==> src/hdl/iclp_pkg.sv <==
// iclp_pkg: constants, phase codes and character lookups for the ICE
// candidate line parser. No dependencies.

package iclp_pkg;

   // Characters
   localparam logic [7:0] CHAR_SPACE = 8'h20;
   localparam logic [7:0] CHAR_TAB   = 8'h09;
   localparam logic [7:0] CHAR_ZERO  = 8'h30;
   localparam logic [7:0] CHAR_NINE  = 8'h39;

   // Length of the "candidate:" lead text
   localparam logic [3:0] LEAD_LEN = 4'd10;
   // Length of the "typ" token
   localparam logic [2:0] TYP_LEN  = 3'd3;
   // Field count at which the address field begins
   localparam logic [2:0] ADDR_FIELD = 3'd5;

   // Prefixed-form phase codes
   localparam logic [3:0] PH_SKIP      = 4'd0;
   localparam logic [3:0] PH_SKIP_SP   = 4'd1;
   localparam logic [3:0] PH_ADDR      = 4'd2;
   localparam logic [3:0] PH_PORT_SP   = 4'd3;
   localparam logic [3:0] PH_PORT      = 4'd4;
   localparam logic [3:0] PH_TOK_START = 4'd5;
   localparam logic [3:0] PH_TOK_MATCH = 4'd6;
   localparam logic [3:0] PH_TOK_SKIP  = 4'd7;
   localparam logic [3:0] PH_TYPE_WS   = 4'd8;
   localparam logic [3:0] PH_W_HOST    = 4'd9;
   localparam logic [3:0] PH_W_SRFLX   = 4'd10;
   localparam logic [3:0] PH_W_PRFLX   = 4'd11;
   localparam logic [3:0] PH_W_RELAY   = 4'd12;
   localparam logic [3:0] PH_DONE      = 4'd13;

   // Simple-form phase codes
   localparam logic [1:0] SP_ADDR   = 2'd0;
   localparam logic [1:0] SP_SPACES = 2'd1;
   localparam logic [1:0] SP_PORT   = 2'd2;
   localparam logic [1:0] SP_DONE   = 2'd3;

   // Candidate kinds
   localparam logic [1:0] KIND_HOST  = 2'd0;
   localparam logic [1:0] KIND_SRFLX = 2'd1;
   localparam logic [1:0] KIND_RELAY = 2'd2;

   // Type word selectors
   localparam logic [1:0] WORD_HOST  = 2'd0;
   localparam logic [1:0] WORD_SRFLX = 2'd1;
   localparam logic [1:0] WORD_PRFLX = 2'd2;
   localparam logic [1:0] WORD_RELAY = 2'd3;

   // "candidate:" character at a given index
   function automatic logic [7:0] lead_char(input logic [3:0] idx);
      logic [7:0] ch;
      case (idx)
         4'd0:    ch = "c";
         4'd1:    ch = "a";
         4'd2:    ch = "n";
         4'd3:    ch = "d";
         4'd4:    ch = "i";
         4'd5:    ch = "d";
         4'd6:    ch = "a";
         4'd7:    ch = "t";
         4'd8:    ch = "e";
         4'd9:    ch = ":";
         default: ch = 8'h00;
      endcase
      return ch;
   endfunction

   // "typ" character at a given index
   function automatic logic [7:0] typ_char(input logic [2:0] idx);
      logic [7:0] ch;
      case (idx)
         3'd0:    ch = "t";
         3'd1:    ch = "y";
         3'd2:    ch = "p";
         default: ch = 8'h00;
      endcase
      return ch;
   endfunction

   // Type word characters; host is padded with a zero
   function automatic logic [7:0] word_char(input logic [1:0] w, input logic [2:0] idx);
      logic [7:0] ch;
      ch = 8'h00;
      case (w)
         WORD_HOST: begin
            case (idx)
               3'd0:    ch = "h";
               3'd1:    ch = "o";
               3'd2:    ch = "s";
               3'd3:    ch = "t";
               default: ch = 8'h00;
            endcase
         end
         WORD_SRFLX: begin
            case (idx)
               3'd0:    ch = "s";
               3'd1:    ch = "r";
               3'd2:    ch = "f";
               3'd3:    ch = "l";
               3'd4:    ch = "x";
               default: ch = 8'h00;
            endcase
         end
         WORD_PRFLX: begin
            case (idx)
               3'd0:    ch = "p";
               3'd1:    ch = "r";
               3'd2:    ch = "f";
               3'd3:    ch = "l";
               3'd4:    ch = "x";
               default: ch = 8'h00;
            endcase
         end
         default: begin
            case (idx)
               3'd0:    ch = "r";
               3'd1:    ch = "e";
               3'd2:    ch = "l";
               3'd3:    ch = "a";
               3'd4:    ch = "y";
               default: ch = 8'h00;
            endcase
         end
      endcase
      return ch;
   endfunction

   function automatic logic [2:0] word_len(input logic [1:0] w);
      return (w == WORD_HOST) ? 3'd4 : 3'd5;
   endfunction

   function automatic logic [1:0] word_kind(input logic [1:0] w);
      logic [1:0] k;
      case (w)
         WORD_HOST:  k = KIND_HOST;
         WORD_SRFLX: k = KIND_SRFLX;
         WORD_PRFLX: k = KIND_SRFLX;
         default:    k = KIND_RELAY;
      endcase
      return k;
   endfunction

   function automatic logic is_ws(input logic [7:0] ch);
      return (ch == CHAR_SPACE) || (ch == CHAR_TAB);
   endfunction

   function automatic logic is_digit(input logic [7:0] ch);
      return (ch >= CHAR_ZERO) && (ch <= CHAR_NINE);
   endfunction

   function automatic logic [15:0] sat_inc16(input logic [15:0] v);
      return (v == 16'hFFFF) ? v : 16'(v + 16'd1);
   endfunction

   function automatic logic [5:0] sat_inc6(input logic [5:0] v);
      return (v == 6'd63) ? v : 6'(v + 6'd1);
   endfunction

   // port * 10 + digit, modulo 65536 (shift-add, no multiplier)
   function automatic logic [15:0] port_add(input logic [15:0] p, input logic [7:0] ch);
      return 16'({p[12:0], 3'b000} + {p[14:0], 1'b0} + {12'd0, ch[3:0]});
   endfunction

endpackage

==> src/hdl/iclp_if.sv <==
// iclp_if: valid/ready stream interfaces for the line parser's request
// (line bytes) and response (parse result) channels. No dependencies.

interface iclp_req_if;
   logic       valid;
   logic       ready;
   logic [7:0] line_byte;
   logic       last_byte;

   modport source (output valid, output line_byte, output last_byte, input ready);
   modport sink   (input valid, input line_byte, input last_byte, output ready);
endinterface

interface iclp_rsp_if;
   logic        valid;
   logic        ready;
   logic        status;
   logic        prefixed_form;
   logic [15:0] address_offset;
   logic [5:0]  address_length;
   logic [15:0] port_number;
   logic [1:0]  candidate_kind;

   modport source (output valid, output status, output prefixed_form,
                   output address_offset, output address_length,
                   output port_number, output candidate_kind, input ready);
   modport sink   (input valid, input status, input prefixed_form,
                   input address_offset, input address_length,
                   input port_number, input candidate_kind, output ready);
endinterface

==> src/hdl/ice_candidate_line_parser.sv <==
// ice_candidate_line_parser: top level, byte-serial ICE candidate line parser.
// Depends on iclp_pkg and the interfaces in iclp_if.sv.
//
//   channel   dir  word                          handshake
//   req_bus   in   line_byte[7:0], last_byte     valid/ready
//   rsp_bus   out  status, prefixed_form, address_offset[15:0],
//                  address_length[5:0], port_number[15:0],
//                  candidate_kind[1:0]           valid/ready
//
// One byte is taken per cycle; the parse state updates in the cycle it is
// accepted. The last byte of a line loads the result register, which shows
// the result the next cycle. The input stalls only while a result waits and
// rsp_bus.ready is low. Synchronous reset clears the parse state and the
// result valid; the parse state also returns to reset after every line.

module ice_candidate_line_parser #(
   parameter int ADDRESS_TEXT_LIMIT = 46
) (
   input logic        clock,
   input logic        reset,
   iclp_req_if.sink   req_bus,
   iclp_rsp_if.source rsp_bus
);

   localparam logic [5:0] ADDR_LIMIT = 6'(ADDRESS_TEXT_LIMIT);

   // Parse state
   logic [15:0] byte_position_ff,   byte_position_in;
   logic [3:0]  prefix_progress_ff, prefix_progress_in;
   logic        prefix_failed_ff,   prefix_failed_in;
   logic [3:0]  long_phase_ff,      long_phase_in;
   logic [2:0]  field_count_ff,     field_count_in;
   logic [15:0] long_addr_start_ff, long_addr_start_in;
   logic [5:0]  long_addr_len_ff,   long_addr_len_in;
   logic [15:0] long_port_ff,       long_port_in;
   logic [2:0]  match_index_ff,     match_index_in;
   logic [1:0]  kind_ff,            kind_in;
   logic [1:0]  simple_phase_ff,    simple_phase_in;
   logic [5:0]  simple_addr_len_ff, simple_addr_len_in;
   logic [15:0] simple_port_ff,     simple_port_in;

   // Result register
   logic        rsp_valid_ff;
   logic        rsp_status_ff,   rsp_status_in;
   logic        rsp_prefixed_ff, rsp_prefixed_in;
   logic [15:0] rsp_offset_ff,   rsp_offset_in;
   logic [5:0]  rsp_length_ff,   rsp_length_in;
   logic [15:0] rsp_port_ff,     rsp_port_in;
   logic [1:0]  rsp_kind_ff,     rsp_kind_in;

   logic        req_ready;
   logic        req_accept;
   logic [7:0]  ch;
   logic [15:0] pos_inc;
   logic [1:0]  word_sel;
   logic        tok_ws;
   logic        pref;

   // Handshake: take a word whenever the result register is free or draining
   assign req_ready  = !rsp_valid_ff || rsp_bus.ready;
   assign req_accept = req_bus.valid && req_ready;
   assign req_bus.ready = req_ready;

   assign ch       = req_bus.line_byte;
   assign pos_inc  = iclp_pkg::sat_inc16(byte_position_ff);
   assign word_sel = 2'(long_phase_ff - iclp_pkg::PH_W_HOST);
   assign tok_ws   = iclp_pkg::is_ws(ch);

   // Next parse state for the current byte
   always_comb begin
      byte_position_in   = byte_position_ff;
      prefix_progress_in = prefix_progress_ff;
      prefix_failed_in   = prefix_failed_ff;
      long_phase_in      = long_phase_ff;
      field_count_in     = field_count_ff;
      long_addr_start_in = long_addr_start_ff;
      long_addr_len_in   = long_addr_len_ff;
      long_port_in       = long_port_ff;
      match_index_in     = match_index_ff;
      kind_in            = kind_ff;
      simple_phase_in    = simple_phase_ff;
      simple_addr_len_in = simple_addr_len_ff;
      simple_port_in     = simple_port_ff;

      // Prefix match, then the field walker of the prefixed form
      if (!prefix_failed_ff && (prefix_progress_ff < iclp_pkg::LEAD_LEN)) begin
         if (ch == iclp_pkg::lead_char(prefix_progress_ff)) begin
            prefix_progress_in = 4'(prefix_progress_ff + 4'd1);
            if (prefix_progress_ff == 4'(iclp_pkg::LEAD_LEN - 4'd1)) begin
               long_addr_start_in = pos_inc;
            end
         end else begin
            prefix_failed_in = 1'b1;
         end
      end else if (!prefix_failed_ff) begin
         case (long_phase_ff)
            iclp_pkg::PH_SKIP: begin
               long_addr_start_in = pos_inc;
               if (ch == iclp_pkg::CHAR_SPACE) begin
                  field_count_in = 3'(field_count_ff + 3'd1);
                  long_phase_in  = iclp_pkg::PH_SKIP_SP;
               end
            end
            iclp_pkg::PH_SKIP_SP: begin
               if (ch == iclp_pkg::CHAR_SPACE) begin
                  long_addr_start_in = pos_inc;
               end else if (field_count_ff >= iclp_pkg::ADDR_FIELD) begin
                  long_addr_start_in = byte_position_ff;
                  long_addr_len_in   = 6'd1;
                  long_phase_in      = iclp_pkg::PH_ADDR;
               end else begin
                  long_addr_start_in = pos_inc;
                  long_phase_in      = iclp_pkg::PH_SKIP;
               end
            end
            iclp_pkg::PH_ADDR: begin
               if (ch == iclp_pkg::CHAR_SPACE) begin
                  long_phase_in = iclp_pkg::PH_PORT_SP;
               end else begin
                  long_addr_len_in = iclp_pkg::sat_inc6(long_addr_len_ff);
               end
            end
            iclp_pkg::PH_PORT_SP, iclp_pkg::PH_PORT: begin
               if ((long_phase_ff == iclp_pkg::PH_PORT_SP) && (ch == iclp_pkg::CHAR_SPACE)) begin
                  long_phase_in = long_phase_ff;
               end else if (iclp_pkg::is_digit(ch)) begin
                  long_port_in  = iclp_pkg::port_add(long_port_ff, ch);
                  long_phase_in = iclp_pkg::PH_PORT;
               end else if (tok_ws) begin
                  long_phase_in = iclp_pkg::PH_TOK_START;
               end else if (ch == iclp_pkg::typ_char(3'd0)) begin
                  match_index_in = 3'd1;
                  long_phase_in  = iclp_pkg::PH_TOK_MATCH;
               end else begin
                  long_phase_in = iclp_pkg::PH_TOK_SKIP;
               end
            end
            iclp_pkg::PH_TOK_START: begin
               if (tok_ws) begin
                  long_phase_in = iclp_pkg::PH_TOK_START;
               end else if (ch == iclp_pkg::typ_char(3'd0)) begin
                  match_index_in = 3'd1;
                  long_phase_in  = iclp_pkg::PH_TOK_MATCH;
               end else begin
                  long_phase_in = iclp_pkg::PH_TOK_SKIP;
               end
            end
            iclp_pkg::PH_TOK_MATCH: begin
               if ((match_index_ff < iclp_pkg::TYP_LEN) &&
                   (ch == iclp_pkg::typ_char(match_index_ff))) begin
                  match_index_in = 3'(match_index_ff + 3'd1);
               end else if ((match_index_ff >= iclp_pkg::TYP_LEN) && tok_ws) begin
                  long_phase_in = iclp_pkg::PH_TYPE_WS;
               end else begin
                  long_phase_in = tok_ws ? iclp_pkg::PH_TOK_START : iclp_pkg::PH_TOK_SKIP;
               end
            end
            iclp_pkg::PH_TOK_SKIP: begin
               if (tok_ws) begin
                  long_phase_in = iclp_pkg::PH_TOK_START;
               end
            end
            iclp_pkg::PH_TYPE_WS: begin
               // Leading letters of the type words are distinct
               if (!tok_ws) begin
                  long_phase_in = iclp_pkg::PH_DONE;
                  if (ch == iclp_pkg::word_char(iclp_pkg::WORD_HOST, 3'd0)) begin
                     match_index_in = 3'd1;
                     long_phase_in  = iclp_pkg::PH_W_HOST;
                  end else if (ch == iclp_pkg::word_char(iclp_pkg::WORD_SRFLX, 3'd0)) begin
                     match_index_in = 3'd1;
                     long_phase_in  = iclp_pkg::PH_W_SRFLX;
                  end else if (ch == iclp_pkg::word_char(iclp_pkg::WORD_PRFLX, 3'd0)) begin
                     match_index_in = 3'd1;
                     long_phase_in  = iclp_pkg::PH_W_PRFLX;
                  end else if (ch == iclp_pkg::word_char(iclp_pkg::WORD_RELAY, 3'd0)) begin
                     match_index_in = 3'd1;
                     long_phase_in  = iclp_pkg::PH_W_RELAY;
                  end
               end
            end
            iclp_pkg::PH_W_HOST, iclp_pkg::PH_W_SRFLX,
            iclp_pkg::PH_W_PRFLX, iclp_pkg::PH_W_RELAY: begin
               if ((match_index_ff < iclp_pkg::word_len(word_sel)) &&
                   (ch == iclp_pkg::word_char(word_sel, match_index_ff))) begin
                  match_index_in = 3'(match_index_ff + 3'd1);
                  if (3'(match_index_ff + 3'd1) >= iclp_pkg::word_len(word_sel)) begin
                     kind_in       = iclp_pkg::word_kind(word_sel);
                     long_phase_in = iclp_pkg::PH_DONE;
                  end
               end else begin
                  long_phase_in = iclp_pkg::PH_DONE;
               end
            end
            default: begin
               long_phase_in = iclp_pkg::PH_DONE;
            end
         endcase
      end

      // Simple "<addr> <port>" reading, always running
      case (simple_phase_ff)
         iclp_pkg::SP_ADDR: begin
            if (ch == iclp_pkg::CHAR_SPACE) begin
               simple_phase_in = iclp_pkg::SP_SPACES;
            end else begin
               simple_addr_len_in = iclp_pkg::sat_inc6(simple_addr_len_ff);
            end
         end
         iclp_pkg::SP_SPACES, iclp_pkg::SP_PORT: begin
            if ((simple_phase_ff == iclp_pkg::SP_SPACES) && (ch == iclp_pkg::CHAR_SPACE)) begin
               simple_phase_in = simple_phase_ff;
            end else if (iclp_pkg::is_digit(ch)) begin
               simple_port_in  = iclp_pkg::port_add(simple_port_ff, ch);
               simple_phase_in = iclp_pkg::SP_PORT;
            end else begin
               simple_phase_in = iclp_pkg::SP_DONE;
            end
         end
         default: begin
            simple_phase_in = simple_phase_ff;
         end
      endcase

      byte_position_in = pos_inc;
   end

   // Result word from the updated state
   always_comb begin
      pref = !prefix_failed_in && (prefix_progress_in >= iclp_pkg::LEAD_LEN);
      rsp_prefixed_in = pref;
      if (pref) begin
         rsp_offset_in = long_addr_start_in;
         rsp_length_in = long_addr_len_in;
         rsp_port_in   = long_port_in;
         rsp_kind_in   = kind_in;
      end else begin
         rsp_offset_in = 16'd0;
         rsp_length_in = simple_addr_len_in;
         rsp_port_in   = simple_port_in;
         rsp_kind_in   = iclp_pkg::KIND_HOST;
      end
      rsp_status_in = (rsp_length_in == 6'd0) || (rsp_length_in >= ADDR_LIMIT) ||
                      (rsp_port_in == 16'd0);
   end

   // Parse state registers; cleared at the end of each line
   always_ff @(posedge clock) begin
      if (reset || (req_accept && req_bus.last_byte)) begin
         byte_position_ff   <= 16'd0;
         prefix_progress_ff <= 4'd0;
         prefix_failed_ff   <= 1'b0;
         long_phase_ff      <= iclp_pkg::PH_SKIP;
         field_count_ff     <= 3'd1;
         long_addr_start_ff <= 16'd0;
         long_addr_len_ff   <= 6'd0;
         long_port_ff       <= 16'd0;
         match_index_ff     <= 3'd0;
         kind_ff            <= iclp_pkg::KIND_HOST;
         simple_phase_ff    <= iclp_pkg::SP_ADDR;
         simple_addr_len_ff <= 6'd0;
         simple_port_ff     <= 16'd0;
      end else if (req_accept) begin
         byte_position_ff   <= byte_position_in;
         prefix_progress_ff <= prefix_progress_in;
         prefix_failed_ff   <= prefix_failed_in;
         long_phase_ff      <= long_phase_in;
         field_count_ff     <= field_count_in;
         long_addr_start_ff <= long_addr_start_in;
         long_addr_len_ff   <= long_addr_len_in;
         long_port_ff       <= long_port_in;
         match_index_ff     <= match_index_in;
         kind_ff            <= kind_in;
         simple_phase_ff    <= simple_phase_in;
         simple_addr_len_ff <= simple_addr_len_in;
         simple_port_ff     <= simple_port_in;
      end
   end

   // Result register valid
   always_ff @(posedge clock) begin
      if (reset) begin
         rsp_valid_ff <= 1'b0;
      end else if (req_accept && req_bus.last_byte) begin
         rsp_valid_ff <= 1'b1;
      end else if (rsp_bus.ready) begin
         rsp_valid_ff <= 1'b0;
      end
   end

   // Result register payload
   always_ff @(posedge clock) begin
      if (req_accept && req_bus.last_byte) begin
         rsp_status_ff   <= rsp_status_in;
         rsp_prefixed_ff <= rsp_prefixed_in;
         rsp_offset_ff   <= rsp_offset_in;
         rsp_length_ff   <= rsp_length_in;
         rsp_port_ff     <= rsp_port_in;
         rsp_kind_ff     <= rsp_kind_in;
      end
   end

   assign rsp_bus.valid          = rsp_valid_ff;
   assign rsp_bus.status         = rsp_status_ff;
   assign rsp_bus.prefixed_form  = rsp_prefixed_ff;
   assign rsp_bus.address_offset = rsp_offset_ff;
   assign rsp_bus.address_length = rsp_length_ff;
   assign rsp_bus.port_number    = rsp_port_ff;
   assign rsp_bus.candidate_kind = rsp_kind_ff;

endmodule
==> src/flat_wrapper.sv <==
// flat-port wrapper written by rule: the top's interface ports become plain ports
module ice_candidate_line_parser_flat 
#(
   parameter int ADDRESS_TEXT_LIMIT = 46
)
  (clock, reset, req_bus_valid, req_bus_line_byte, req_bus_last_byte, req_bus_ready, rsp_bus_valid, rsp_bus_status, rsp_bus_prefixed_form, rsp_bus_address_offset, rsp_bus_address_length, rsp_bus_port_number, rsp_bus_candidate_kind, rsp_bus_ready);
  iclp_req_if req_bus_i ();
  iclp_rsp_if rsp_bus_i ();
  input logic clock;
  input logic reset;
  input wire logic [$bits(req_bus_i.valid)-1:0] req_bus_valid;
  input wire logic [$bits(req_bus_i.line_byte)-1:0] req_bus_line_byte;
  input wire logic [$bits(req_bus_i.last_byte)-1:0] req_bus_last_byte;
  output wire logic [$bits(req_bus_i.ready)-1:0] req_bus_ready;
  output wire logic [$bits(rsp_bus_i.valid)-1:0] rsp_bus_valid;
  output wire logic [$bits(rsp_bus_i.status)-1:0] rsp_bus_status;
  output wire logic [$bits(rsp_bus_i.prefixed_form)-1:0] rsp_bus_prefixed_form;
  output wire logic [$bits(rsp_bus_i.address_offset)-1:0] rsp_bus_address_offset;
  output wire logic [$bits(rsp_bus_i.address_length)-1:0] rsp_bus_address_length;
  output wire logic [$bits(rsp_bus_i.port_number)-1:0] rsp_bus_port_number;
  output wire logic [$bits(rsp_bus_i.candidate_kind)-1:0] rsp_bus_candidate_kind;
  input wire logic [$bits(rsp_bus_i.ready)-1:0] rsp_bus_ready;
  assign req_bus_i.valid = req_bus_valid;
  assign req_bus_i.line_byte = req_bus_line_byte;
  assign req_bus_i.last_byte = req_bus_last_byte;
  assign req_bus_ready = req_bus_i.ready;
  assign rsp_bus_valid = rsp_bus_i.valid;
  assign rsp_bus_status = rsp_bus_i.status;
  assign rsp_bus_prefixed_form = rsp_bus_i.prefixed_form;
  assign rsp_bus_address_offset = rsp_bus_i.address_offset;
  assign rsp_bus_address_length = rsp_bus_i.address_length;
  assign rsp_bus_port_number = rsp_bus_i.port_number;
  assign rsp_bus_candidate_kind = rsp_bus_i.candidate_kind;
  assign rsp_bus_i.ready = rsp_bus_ready;
  ice_candidate_line_parser #(.ADDRESS_TEXT_LIMIT(ADDRESS_TEXT_LIMIT)) u_core (.clock(clock), .reset(reset), .req_bus(req_bus_i), .rsp_bus(rsp_bus_i));
endmodule
==> config.mk <==
export PLATFORM = sky130hd
export DESIGN_NAME = ice_candidate_line_parser_flat
export DESIGN_NICKNAME = d
export VERILOG_FILES = /design/src/hdl/iclp_pkg.sv /design/src/hdl/iclp_if.sv /design/src/hdl/ice_candidate_line_parser.sv /design/src/flat_wrapper.sv
export SDC_FILE = /design/constraint.sdc
export NUM_CORES = 1
export LEC_CHECK = 0
export ABC_AREA = 1
export BUFFER_PORTS_ARGS = -buffer_cell sky130_fd_sc_hd__buf_2
export CORE_MARGIN = 1.5
export CORE_UTILIZATION = 51
export DETAILED_ROUTE_END_ITERATION = 8
export PLACE_DENSITY = 0.65
export SLEW_MARGIN = 5
export SYNTH_ARGS = -nofsm -noshare
export SYNTH_HDL_FRONTEND = slang
export SYNTH_SLANG_ARGS = --single-unit
==> constraint.sdc <==
create_clock -name clock -period 3.5 [get_ports clock]
set_clock_uncertainty 0.15 [all_clocks]
set_input_delay 0.175 -clock clock [delete_from_list [all_inputs] [get_ports clock]]
set_output_delay 0.175 -clock clock [all_outputs]
set_load 0.05 [all_outputs]
[After elaboration in Yosys (flattened, before gate mapping)]
Memory sizes are Yosys's and may differ from the RTL's. A register that Yosys moved wholly into a read port is not among the register bits.
Cells that the tools add are included.
Word-level totals
  input port bits: 13
  ROM bits: 112
  memories: 1
  bits in registers: 138
  word-level logic and storage cells: 219
Cells by class
  order comparisons: 10
  reductions and logical operators: 35
  bitwise operators: 2
  multiplexer cells: 92
  equality and inequality tests: 48
  add/sub/neg operators: 11
Memory list
  (name not given): depth 16, bits a word 7, rd ports 1, clocked after memory_dff 1, wr ports 0, line iclp_pkg.sv:55  | case (idx)
Operators by type and width (number)
  two-way mux 16 bit: 16
  case mux 7 bit (5 select lines): 3
  two-way mux 4 bit: 19
  two-way mux 6 bit: 10
  two-way mux 8 bit: 7
  == test 8 x 7 -> 1 bit (second input constant): 5
  case mux 4 bit (9 select lines): 1
  two-way mux 3 bit: 11
  adder 16 bit: 2
  adder 16 x 4 -> 16 bit: 2
  case mux 16 bit (2 select lines): 1
  case mux 7 bit (4 select lines): 1
  == test 4 bit (second input constant): 6
  == test 8 bit: 3
  case mux 8 bit (3 select lines): 1
  case mux 7 bit (3 select lines): 1
  two-way mux 2 bit: 9
  adder 16 x 1 -> 16 bit (second input constant): 1
  == test 16 bit (second input constant): 1
  == test 4 x 3 -> 1 bit (second input constant): 4
  zero test 16 bit: 1
  case mux 3 bit (5 select lines): 1
  adder 6 x 1 -> 6 bit (second input constant): 2
  == test 6 bit (second input constant): 2
  other kinds (45): 88

[Longest topological paths before layout]
Gate-level depths: netlist (run 1).
  word-level depth: 12
  depth in mapped cells: 21

[Least setup slack after synthesis (run 1)]
OpenSTA, ideal clock, no wires.
  path type: register -> register
  start point: reg u_core.rsp_valid_ff (netlist: u_core.rsp_bus.valid)
  end point: reg u_core.rsp_length_ff[0] (netlist: u_core.rsp_bus.address_length[0]), enable pin
  library setup time: 396 ps
  data arrival time: 2283 ps
  required time: 2954 ps
  clock period less this slack: 2829 ps
  cell stages (with the launch flop): 6
  buffers on the path: 0
  setup slack: 671 ps
  cells stage by stage: dfxtp_1 > nand2_1 > nand2_1 > inv_1 > nand2_1 > inv_1
Between the ends
  longest elaborated chain between the ends: 4
RTL lines
  start, declared: line ice_candidate_line_parser.sv:43  | logic rsp_valid_ff;
  start signal, assigned: line ice_candidate_line_parser.sv:283  | rsp_valid_ff <= 1'b0;
  start signal, assigned: line ice_candidate_line_parser.sv:285  | rsp_valid_ff <= 1'b1;
  start signal, assigned: line ice_candidate_line_parser.sv:287  | rsp_valid_ff <= 1'b0;
  zero test 1 bit: line ice_candidate_line_parser.sv:60  | assign req_ready = !rsp_valid_ff || rsp_bus.ready;
  logical OR 1 bit: line ice_candidate_line_parser.sv:60
  named net req_bus_ready: line flat_wrapper.sv:14  | output wire logic [$bits(req_bus_i.ready)-1:0] req_bus_ready;
  logical AND 1 bit: line ice_candidate_line_parser.sv:61  | assign req_accept = req_bus.valid && req_ready;
  logical AND 1 bit: line ice_candidate_line_parser.sv:293  | if (req_accept && req_bus.last_byte) begin
  end signal, assigned: line ice_candidate_line_parser.sv:297  | rsp_length_ff <= rsp_length_in;
  end, declared: line ice_candidate_line_parser.sv:47  | logic [5:0] rsp_length_ff, rsp_length_in;
The timed path passes the listed nets, and every way through them passes these cells.
A chain may end at the register's enable or synchronous reset.

[Final worst setup path (run 1)]
  start point: reg u_core.byte_position_ff[0]
  end point: reg u_core.rsp_offset_ff[4] (netlist: u_core.rsp_bus.address_offset[4]) (data pin)
Between the ends
  longest elaborated chain between the ends: 7
  elaborated cells on any way between the ends: 10
RTL lines
  start, declared: line ice_candidate_line_parser.sv:28  | logic [15:0] byte_position_ff, byte_position_in;
  start signal, assigned: line ice_candidate_line_parser.sv:264  | byte_position_ff <= byte_position_in;
  adder 16 x 1 -> 16 bit or == test 16 bit (tied branches): line iclp_pkg.sv:155  | return (v == 16'hFFFF) ? v : 16'(v + 16'd1);
  two-way mux 16 bit (*): line iclp_pkg.sv:155
  two-way mux 16 bit: line ice_candidate_line_parser.sv:107  | end else if (field_count_ff >= iclp_pkg::ADDR_FIELD) begin
  two-way mux 16 bit: line ice_candidate_line_parser.sv:105  | if (ch == iclp_pkg::CHAR_SPACE) begin
  case mux 16 bit (2 select lines): line ice_candidate_line_parser.sv:96  | case (long_phase_ff)
  two-way mux 16 bit: line ice_candidate_line_parser.sv:95  | end else if (!prefix_failed_ff) begin
  two-way mux 16 bit (*): line ice_candidate_line_parser.sv:86  | if (!prefix_failed_ff && (prefix_progress_ff < iclp_pkg::LEAD_LEN)) begin
  end signal, assigned: line ice_candidate_line_parser.sv:296  | rsp_offset_ff <= rsp_offset_in;
  end, declared: line ice_candidate_line_parser.sv:46  | logic [15:0] rsp_offset_ff, rsp_offset_in;
Mark *: on every way between the ends. The rest lies on a longest branch, timed or not.

==> impl_metrics.tcl, run 1 <==
set metrics [dict create \
    switchingPower_mw 1.456 \
    power_frac_seq 0.410 \
    fmax_ghz 0.3204 \
    num_antenna_cells 0 \
    final_common_cell "nand2_1" \
    yosys-top-cells-area "dfxtp_1 (19%), nand2_1 (16%), edfxtp_1 (12%)" \
    p_comb_frac 0.175 \
    dieWidth_um 147.3 \
    cts_resized 0 \
    drcViolationCount 0 \
    finalSetupViolCount 0 \
    relSlewSlack 0.3939 \
    min_path_type "input pin to register" \
    gp_congestion 0.9264 \
    cp.arrival_ps 3250 \
    design_area_um2 11840 \
    gr-usage-all-layers 0.2840 \
    clk_latency_ps 430 \
    yosysTopAreaCell "dfxtp_1" \
    htreeDepth 4 \
    ant_nets 0 \
    internal-power_mw 3.154 \
    tightest_slew_ps 899.6 \
    syn-num-nets 1720 \
    status "finished clean" \
    cts_sinks 145 \
    clock_path_buffers 2 \
    start_kind "register" \
    ys_ff_latch 145 \
    yosys_warnings 0 \
    firstDrtPassIters 6 \
    dieArea_um2 21690 \
    viasPerCell 5.381 \
    mostFrequentLayoutCells "nand2_1 (437), inv_1 (243), nor2_1 (148), o21ai_0 (141), a21oi_1 (117)" \
    p_leak_nw 5.962 \
    die_y_um 147.3 \
    cts-root-buf "clkbuf_16" \
    rows 52 \
    placed_cell_area_um2 11200 \
    max-vdd-ir-drop_mv 0.3742 \
    critical_path.max_fanout 7 \
    dr.first_iter.drc_count 865 \
    p_clk_frac 0.416 \
    syn_inst 1634 \
    powerDensity_nw_per_um2 389.4 \
    hpwl_um 22520 \
    async_flop_share 0 \
    fin_tns_setup_ps 0 \
    drt_wl_total_um 30010 \
    worst-setup-path-type "register to register" \
    grt_pass1_vias 9653 \
    hold_violations 0 \
    post-cts-setup-buffers 0 \
    rsz0062_at_grt "false" \
    num_vias 10590 \
    core_um2 20300 \
    synth-main-ff-cell "dfxtp_1" \
    pin_count 57 \
    cts_tree "built" \
    cp.required_ps 3630 \
    port_buffers 56 \
    drive_above_1_share 0.08481 \
    synthDistinctLibCells 47 \
    grt_first_pass_wirelength_um 49170 \
    p_sw_frac 0.3159 \
    avgSynthCellArea_um2 6.498 \
    syn_area_um2 10620 \
    grt_max_degree 63 \
    fin_crit_ps 3121 \
    synth-edff-count 42 \
    clk_pin_slew_ps 70 \
    final_net_count 1771 \
    antenna_found_initial 0 \
    cap_violations 0 \
    post_drt_wl_per_cell_um 15.25 \
    crit_path_end_kind "register" \
    grt-ovfl-total 0 \
    report.final.slew_viol_count 0 \
    yosysSeqAreaShare 0.3130 \
    synth_top_area_share 0.1942 \
    initial_core_util 0.5231 \
    post-route-period-util 0.8918 \
    numCtsBuffers 17 \
    area_growth_pct 11.51 \
]
[Yosys cell counts (all sizes together) (11+ instances only)]
library cell / instances
nand3: 116
clkbuf: 35
edfxtp: 42
inv: 253
ha: 69
o21ai: 145
a21oi: 118
nor2: 151
o211ai: 19
nor3: 11
nand4: 15
o22ai: 12
xnor2: 11
buf: 14
xor2: 21
nand2: 447
dfxtp: 103
[final timing paths]
check | startpoint | end | slack [ps] | cells past startpoint
max | u_core.byte_position_ff[0]$_SDFFE_PP0P_ | u_core.rsp_bus.address_offset[4]$_SDFFCE_PP0P_ | 380 | 15
min | req_bus_valid | u_core.field_count_ff[0]$_SDFFE_PP1P_ | 140 | 5
max reg2reg | u_core.byte_position_ff[0]$_SDFFE_PP0P_ | u_core.rsp_bus.address_offset[4]$_SDFFCE_PP0P_ | 380 | 15
min reg2reg | u_core.field_count_ff[2]$_SDFFE_PP0P_ | u_core.field_count_ff[2]$_SDFFE_PP0P_ | 330 | 2
[power by group through the flow]
stage	clock, mW	sequential [mW]	combinational (mW)
6_report	1.92	1.89	0.805
2_1_floorplan	0	1.98	0.511
4_1_cts	1.95	1.89	0.798
3_3_place_gp	0	1.92	0.787
5_1_grt	2.02	1.90	0.903
3_5_place_dp	0	1.92	0.792
[routing by layer]
metal | vias up | part of all wire | GRT usage
met4 | 0 | 0.015 | 0.06900
met3 | 37 | 0.072 | 0.05342
met5 | - | 0 | 0
met2 | 370 | 0.43 | 0.4420
li1 | 5399 | - | -
met1 | 4784 | 0.48 | 0.4057
[timing repair]
item                                   4_1_cts  5_1_grt
setup endpoints to repair                    0        0
hold buffers                                 2        0
endpoints found under the hold margin        1        0
[cell families after synthesis]
group | Yosys count | synth area share
buffers and inverters | 303 | 0.1098
flip-flops | 145 | 0.3130
adder cells (fa/ha/maj) | 73 | 0.08885
AND/OR/NAND/NOR | 763 | 0.2987
AO/OA/AOI/OAI | 318 | 0.1632
XOR/XNOR | 32 | 0.02640
[through the flow]
step	hold slack, ps	power, mW	worst slack, ps	cells	utilization
2_1_floorplan	177.8	2.493	670.8	1634	-
3_3_place_gp	312.6	2.710	476.5	1934	0.5518
3_5_place_dp	323.0	2.717	395.8	1934	0.5518
4_1_cts	135.0	4.633	426.6	1968	0.5833
5_1_grt	163.6	4.827	20.49	1968	0.5833
6_report	144.7	4.611	378.8	1968	0.5833
[registers in the layout (all words and copies together), names as in the netlist, 6 cells and up, named ones only]
name,count
u_core.long_port_ff,16
u_core.long_addr_start_ff,16
u_core.simple_addr_len_ff,6
u_core.rsp_bus.address_length,6
u_core.long_addr_len_ff,6
u_core.simple_port_ff,16
u_core.rsp_bus.address_offset,16
u_core.byte_position_ff,16
u_core.rsp_bus.port_number,16
[critical path: stages, from the launching register on]
cell	delay, ps
dfxtp_1	390
ha_1	200
nand2_1	60
nor2_1	110
inv_1	60
nor2_1	280
nand3_1	210
nor2_1	460
nor2_1	110
nand2_1	70
o21ai_0	210
o21ai_0	280
nand2_1	90
nand3_1	70
nand2_1	80
nor2_1	120
[cell type report]
cell class	count	area, um^2
flip-flops and latches	145	3323
clock inverters	15	193.9
well taps	270	337.8
repair buffers	81	473.0
fillers	2032	8459
clock buffers	17	425.4
inverters	254	953.4
multi-input cells	1186	6133
Note: power is estimated with default switching activity, not from simulation.
==> run 2, diff against run 1 <==
--- a/config.mk
+++ b/config.mk
@@ -5,12 +5,12 @@
 export SDC_FILE = /design/constraint.sdc
 export NUM_CORES = 1
 export LEC_CHECK = 0
-export ABC_AREA = 1
+export ABC_AREA = 0
 export BUFFER_PORTS_ARGS = -buffer_cell sky130_fd_sc_hd__buf_2
 export CORE_MARGIN = 1.5
 export CORE_UTILIZATION = 51
 export DETAILED_ROUTE_END_ITERATION = 8
-export PLACE_DENSITY = 0.65
+export PLACE_DENSITY = 0.66
 export SLEW_MARGIN = 5
 export SYNTH_ARGS = -nofsm -noshare
 export SYNTH_HDL_FRONTEND = slang
==> impl_metrics.tcl, run 2 <==
set metrics [dict create \
    port_buffers 56 \
    rows 51 \
    cts-root-buf "clkbuf_16" \
    hold-worst-slack_ps 50.20 \
    hold_depth 3 \
    utilization 0.6269 \
    synthDistinctLibCells 83 \
    dieArea_um2 20470 \
    num_antenna_cells 0 \
    n_fill_cell 1710 \
    clock_path_buffers 2 \
    max-vdd-ir-drop_mv 0.3096 \
    p_leak_nw 4.788 \
    multi_input_area_um2 6347 \
    viasPerCell 5.806 \
    grt_pass1_vias 8755 \
    drcViolationCount 0 \
    cp.required_ps 3620 \
    status "finished with violations" \
    tightest_slew_ps 894.3 \
    mostFrequentLayoutCells "nor2_1 (161), buf_4 (132), nand2_1 (121), a21oi_1 (105), dfxtp_1 (99)" \
    synth_most_common_cell "nor2_1" \
    finalSetupViolCount 1 \
    worst-setup-path-type "register to register" \
    post_drt_wl_per_cell_um 16.58 \
    worstReg2RegStart "u_core.long_port_ff[2]$_SDFFE_PP0P_" \
    crit_path_end_kind "register" \
    critPathSlowestCell "fa_1" \
    path_common_cell "inv_2" \
    critPathTopFamily "compound AO/OA/AOI/OAI gates" \
    dr.first_iter.drc_count 636 \
    drt_wl_total_um 27470 \
    synth_top_area_share 0.2061 \
    r2r_slack_ps -160 \
    firstDrtPassIters 5 \
    syn_area_um2 10010 \
    final_net_count 1465 \
    core_um2 19330 \
    crit_buf_inv 2 \
    yosys-top-cells-area "dfxtp_1 (21%), edfxtp_1 (13%), ha_1 (8.6%)" \
    yosysSeqAreaShare 0.3321 \
    antenna_found_initial 0 \
    numCtsBuffers 17 \
    syn_inst 1241 \
    critical_path.max_fanout 3 \
    cts_sinks 145 \
    yosys_warnings 0 \
    setup_ws_ps -160.1 \
    syn-num-nets 1327 \
    grt_max_degree 78 \
    post-route-period-util 1.046 \
    clk_latency_ps 430 \
    async_flop_share 0 \
    violations "negative setup slack" \
    grt-ovfl-total 0 \
    r2r-end "u_core.rsp_bus.status$_DFFE_PP_" \
    rsz0062_at_grt "true" \
    pin_count 57 \
    grt_busiest_layer "met2" \
    cp.arrival_ps 3780 \
    num_vias 9620 \
    ys_ff_latch 145 \
    dieWidth_um 143.1 \
    min_to "u_core.rsp_bus.port_number[2]$_DFFE_PP_" \
    synth-main-ff-cell "dfxtp_1" \
    drive_above_1_share 0.2033 \
    gr-usage-all-layers 0.2753 \
    initial_core_util 0.5176 \
    fin_crit_ps 3660 \
    area_growth_pct 21.13 \
    gp_congestion 0.9265 \
    synth-edff-count 42 \
    relSlewSlack 0.4016 \
    powerDensity_nw_per_um2 330.3 \
    cp_cell_sequence "inv_2 -> fa_1 -> inv_2 -> ha_4 -> a211o_4 -> a2111oi_4 -> o21bai_1 -> xnor2_1 -> o211ai_1 -> o21a_1 -> nor4b_2 -> or4b_4 -> o221ai_2" \
    hpwl_um 20120 \
    gr-usage-met3 0.05131 \
    ant_nets 0 \
    cpPeakStageDelay_ps 540 \
    fin_cells 1657 \
    use_met1 0.3889 \
    final_common_cell "nor2_1" \
    die_y_um 143.1 \
    min_path_type "input pin to register" \
    yosysTopAreaCell "dfxtp_1" \
    hold_violations 0 \
    avgSynthCellArea_um2 8.064 \
    htreeDepth 4 \
    p_total_mw 4.004 \
    use_met2 0.4223 \
    seqCellArea_um2 3328 \
    grt_first_pass_wirelength_um 44330 \
    dp.cells 1619 \
    yosys-top-cells-count "nor2_1 (162), nand2_1 (121), a21oi_1 (108), dfxtp_1 (103), ha_1 (69)" \
    fmax_ghz 0.2732 \
    cts_tree "built" \
    clk_pin_slew_ps 60 \
    report.final.slew_viol_count 0 \
    start_kind "register" \
    path_depth 13 \
    min_from "req_bus_last_byte" \
    rr_worst_depth 13 \
    cap_violations 0 \
]
[run 2: cell count changes in the layout (fill, tap and decap cells not counted), moves of 13 or more]
cell | before | now
nor3_1 | 11 | 35
or3_1 | 1 | 16
nand2_1 | 437 | 121
mux2i_1 | 0 | 20
xnor2_1 | 11 | 31
buf_4 | 23 | 132
a211oi_1 | 3 | 35
o21ai_0 | 141 | 62
nand3_1 | 114 | 46
a31oi_1 | 0 | 14
nor2_1 | 148 | 161
inv_1 | 243 | 43
[run 2: metal layers]
metal / part of all wire / wire (um)
met5: 0 / 0
met3: 0.061 / 1669
met1: 0.48 / 13060
met2: 0.44 / 12140
met4: 0.022 / 601
[run 2: metrics by stage]
stage          setup TNS (ps)  instance area (um^2)  setup WS [ps]
2_1_floorplan          -100.2                 10040         -100.2
3_3_place_gp           -409.7                 11370         -309.7
3_5_place_dp           -522.8                 11370         -402.2
4_1_cts                -184.4                 12070         -184.4
5_1_grt                -349.8                 12120         -349.8
6_report               -160.1                 12120         -160.1
[run 2: cells by family after synthesis]
family	after synthesis	synth area share
muxes	27	0.02788
and+or+nand+nor	476	0.2277
DFF	145	0.3321
xor gates and xnor gates	59	0.05164
adders and majority gates	73	0.09427
AOI/OAI and AO/OA	340	0.2181
buffers and inverters	121	0.04839
[run 2: repair_timing]
item                                   in CTS  in global routing
endpoints found under the hold margin       1                  0
buffers inserted                            4                  0
gates resized for setup                    16                 16
hold buffers                                2                  0
pin swaps                                  18                 11
setup endpoints to repair                   2                 13
[run 2: area by class of cell]
type                            instances  share of cell area
Clock buffer                           17             0.03510
Timing Repair Buffer                  193              0.1115
Tap cell                              265             0.02735
Multi-Input combinational cell        975              0.5236
Inverter                               47             0.01486
Sequential cell                       145              0.2746
Clock inverter                         15             0.01301
[run 2: power by group]
| part | switching (mW) | internal, mW | total (mW) |
|---|---|---|---|
| sequential | 0.0249 | 1.77 | 1.79 |
| clock | 0.769 | 1.06 | 1.83 |
| combinational | 0.257 | 0.127 | 0.384 |
[run 2: worst max path at each step]
stage / start / to / slack [ps]
4_1_cts: u_core.long_port_ff[0]$_SDFFE_PP0P_ / u_core.rsp_bus.status$_DFFE_PP_ / -180
3_3_place_gp: req_bus_line_byte[3] / u_core.rsp_bus.status$_DFFE_PP_ / -310
2_1_floorplan: u_core.long_port_ff[2]$_SDFFE_PP0P_ / u_core.rsp_bus.status$_DFFE_PP_ / -100
3_5_place_dp: req_bus_line_byte[3] / u_core.rsp_bus.status$_DFFE_PP_ / -400
6_report: u_core.long_port_ff[2]$_SDFFE_PP0P_ / u_core.rsp_bus.status$_DFFE_PP_ / -160
5_1_grt: u_core.long_port_ff[2]$_SDFFE_PP0P_ / u_core.rsp_bus.status$_DFFE_PP_ / -350
[run 2: worst min-delay path: stages]
cell        delay [ps]
buf_2               80
nand2_1             80
clkinvlp_4         150
==> run 3, diff against run 2 <==
--- a/config.mk
+++ b/config.mk
@@ -6,11 +6,11 @@
 export NUM_CORES = 1
 export LEC_CHECK = 0
 export ABC_AREA = 0
-export BUFFER_PORTS_ARGS = -buffer_cell sky130_fd_sc_hd__buf_2
 export CORE_MARGIN = 1.5
 export CORE_UTILIZATION = 51
 export DETAILED_ROUTE_END_ITERATION = 8
-export PLACE_DENSITY = 0.66
+export DONT_BUFFER_PORTS = 1
+export PLACE_DENSITY = 0.63
 export SLEW_MARGIN = 5
 export SYNTH_ARGS = -nofsm -noshare
 export SYNTH_HDL_FRONTEND = slang
==> impl_metrics.tcl, run 3 (same netlist as run 2, synthesis figures left out) <==
set metrics [dict create \
    status "finished with violations" \
    viasPerCell 5.910 \
    port_buffers 0 \
    p_leak_nw 4.452 \
    drt_wl_total_um 27760 \
    area_growth_pct 16.10 \
    final_common_cell "nor2_1" \
    ant_nets 0 \
    report.final.slew_viol_count 0 \
    hpwl_um 19750 \
    dp.cells 1540 \
    finalSetupViolCount 2 \
    rr_worst_depth 13 \
    num_vias 9338 \
    fmax_ghz 0.2726 \
    core_um2 19330 \
    clk_latency_ps 420 \
    clock_path_buffers 2 \
    pre_cts_slack_ps -239.9 \
    cts_tree "built" \
    critPathTopFamily "adder cells" \
    hold_depth 4 \
    cts-root-buf "clkbuf_16" \
    cp.arrival_ps 3780 \
    crit_path_end_kind "register" \
    tightest_slew_ps 920.6 \
    worst-setup-path-type "register to register" \
    cpPeakStageDelay_ps 480 \
    drcViolationCount 0 \
    fin_cells 1580 \
    num_antenna_cells 0 \
    cp_cell_sequence "inv_2 -> fa_1 -> buf_4 -> fa_1 -> buf_4 -> xor2_2 -> and4_1 -> o2111ai_1 -> a211oi_2 -> o221ai_2 -> nor4b_2 -> or4b_4 -> o221ai_2" \
    drive_above_1_share 0.1483 \
    crit_buf_inv 3 \
    numCtsBuffers 17 \
    powerDensity_nw_per_um2 331.9 \
    post-route-period-util 1.048 \
    critical_path.max_fanout 2 \
    final_net_count 1388 \
    grt_first_pass_wirelength_um 44480 \
    cap_violations 0 \
    post_drt_wl_per_cell_um 17.57 \
    cts_sinks 145 \
    min_path_type "input pin to register" \
    hold_violations 0 \
    grt_max_degree 68 \
    firstDrtPassIters 5 \
    critPathSlowestCell "fa_1" \
    start_kind "register" \
    htreeDepth 4 \
    grt-ovfl-total 0 \
    n_fill_cell 1776 \
    rows 51 \
    setup_ws_ps -168.3 \
    fin_crit_ps 3668 \
    antenna_found_initial 0 \
    gp_congestion 0.9010 \
    violations "negative setup slack" \
    cp.required_ps 3620 \
    mostFrequentLayoutCells "nor2_1 (162), nand2_1 (121), buf_4 (110), a21oi_1 (105), dfxtp_1 (99)" \
    dieWidth_um 143.1 \
    relSlewSlack 0.3840 \
    rsz0062_at_grt "true" \
    grt_pass1_vias 8508 \
    fin_tns_setup_ps -171.4 \
    max-vdd-ir-drop_mv 0.3328 \
    die_y_um 143.1 \
    initial_core_util 0.5176 \
    pin_count 57 \
    dieArea_um2 20470 \
    gr-usage-all-layers 0.2759 \
    path_depth 13 \
    clk_pin_slew_ps 70 \
    dr.first_iter.drc_count 766 \
]
-- run 3: timing repair --
action,4_1_cts,5_1_grt
hold endpoints to repair,12,0
resized for setup,14,11
hold buffers,6,0
pin swaps,18,9
endpoints found under the setup margin,2,11
setup buffers,1,1
-- run 3: final timing paths --
| path | slack [ps] | startpoint | end |
|---|---|---|---|
| max | -170 | u_core.long_port_ff[2]$_SDFFE_PP0P_ | u_core.rsp_bus.status$_DFFE_PP_ |
| min | 50 | req_bus_line_byte[1] | u_core.long_phase_ff[2]$_SDFFE_PP0P_ |
| max reg2reg | -170 | u_core.long_port_ff[2]$_SDFFE_PP0P_ | u_core.rsp_bus.status$_DFFE_PP_ |
| min reg2reg | 320 | u_core.kind_ff[1]$_SDFFE_PP0P_ | u_core.kind_ff[1]$_SDFFE_PP0P_ |
-- run 3: report_power, final --
part,total [mW],switching [mW],internal [mW]
clock network,1.72,0.740,0.982
logic,0.260,0.158,0.102
registers,1.87,0.102,1.77
total,3.86,1.00,2.86
-- run 3: metrics by stage --
step,power (mW),hold WS [ps],util,area [um^2]
2_1_floorplan,2.085,86.65,-,10040
3_3_place_gp,2.151,90.18,0.5627,10880
3_5_place_dp,2.155,91.91,0.5627,10880
4_1_cts,3.886,31.53,0.5971,11540
5_1_grt,3.983,103.0,0.6009,11620
6_report,3.856,48.83,0.6009,11620
-- run 3: routing by layer --
| metal | vias to the layer above | wire [um] | global-route usage |
|---|---|---|---|
| met4 | 0 | 520 | 0.08030 |
| met2 | 247 | 12290 | 0.4269 |
| met1 | 4409 | 13520 | 0.3913 |
| met3 | 42 | 1436 | 0.04863 |
| met5 | - | 0 | 0 |
| li1 | 4640 | - | - |
-- run 3: area by class of cell --
| cell class | instances | area [um^2] | area share |
|---|---|---|---|
| multi-input combinational | 975 | 6345 | 0.5461 |
| sequential | 145 | 3328 | 0.2865 |
| timing repair buffer | 116 | 885.9 | 0.07624 |
| clock buffer | 20 | 436.7 | 0.03758 |
| tap | 265 | 331.6 | 0.02854 |
| inverter | 47 | 180.2 | 0.01551 |
| clock inverter | 12 | 111.4 | 0.009584 |
-- run 3: worst min-delay path, stage by stage --
cell and delay, ps:
xnor2_1 50, nand2_1 60, a21oi_1 70, a211oi_1 210
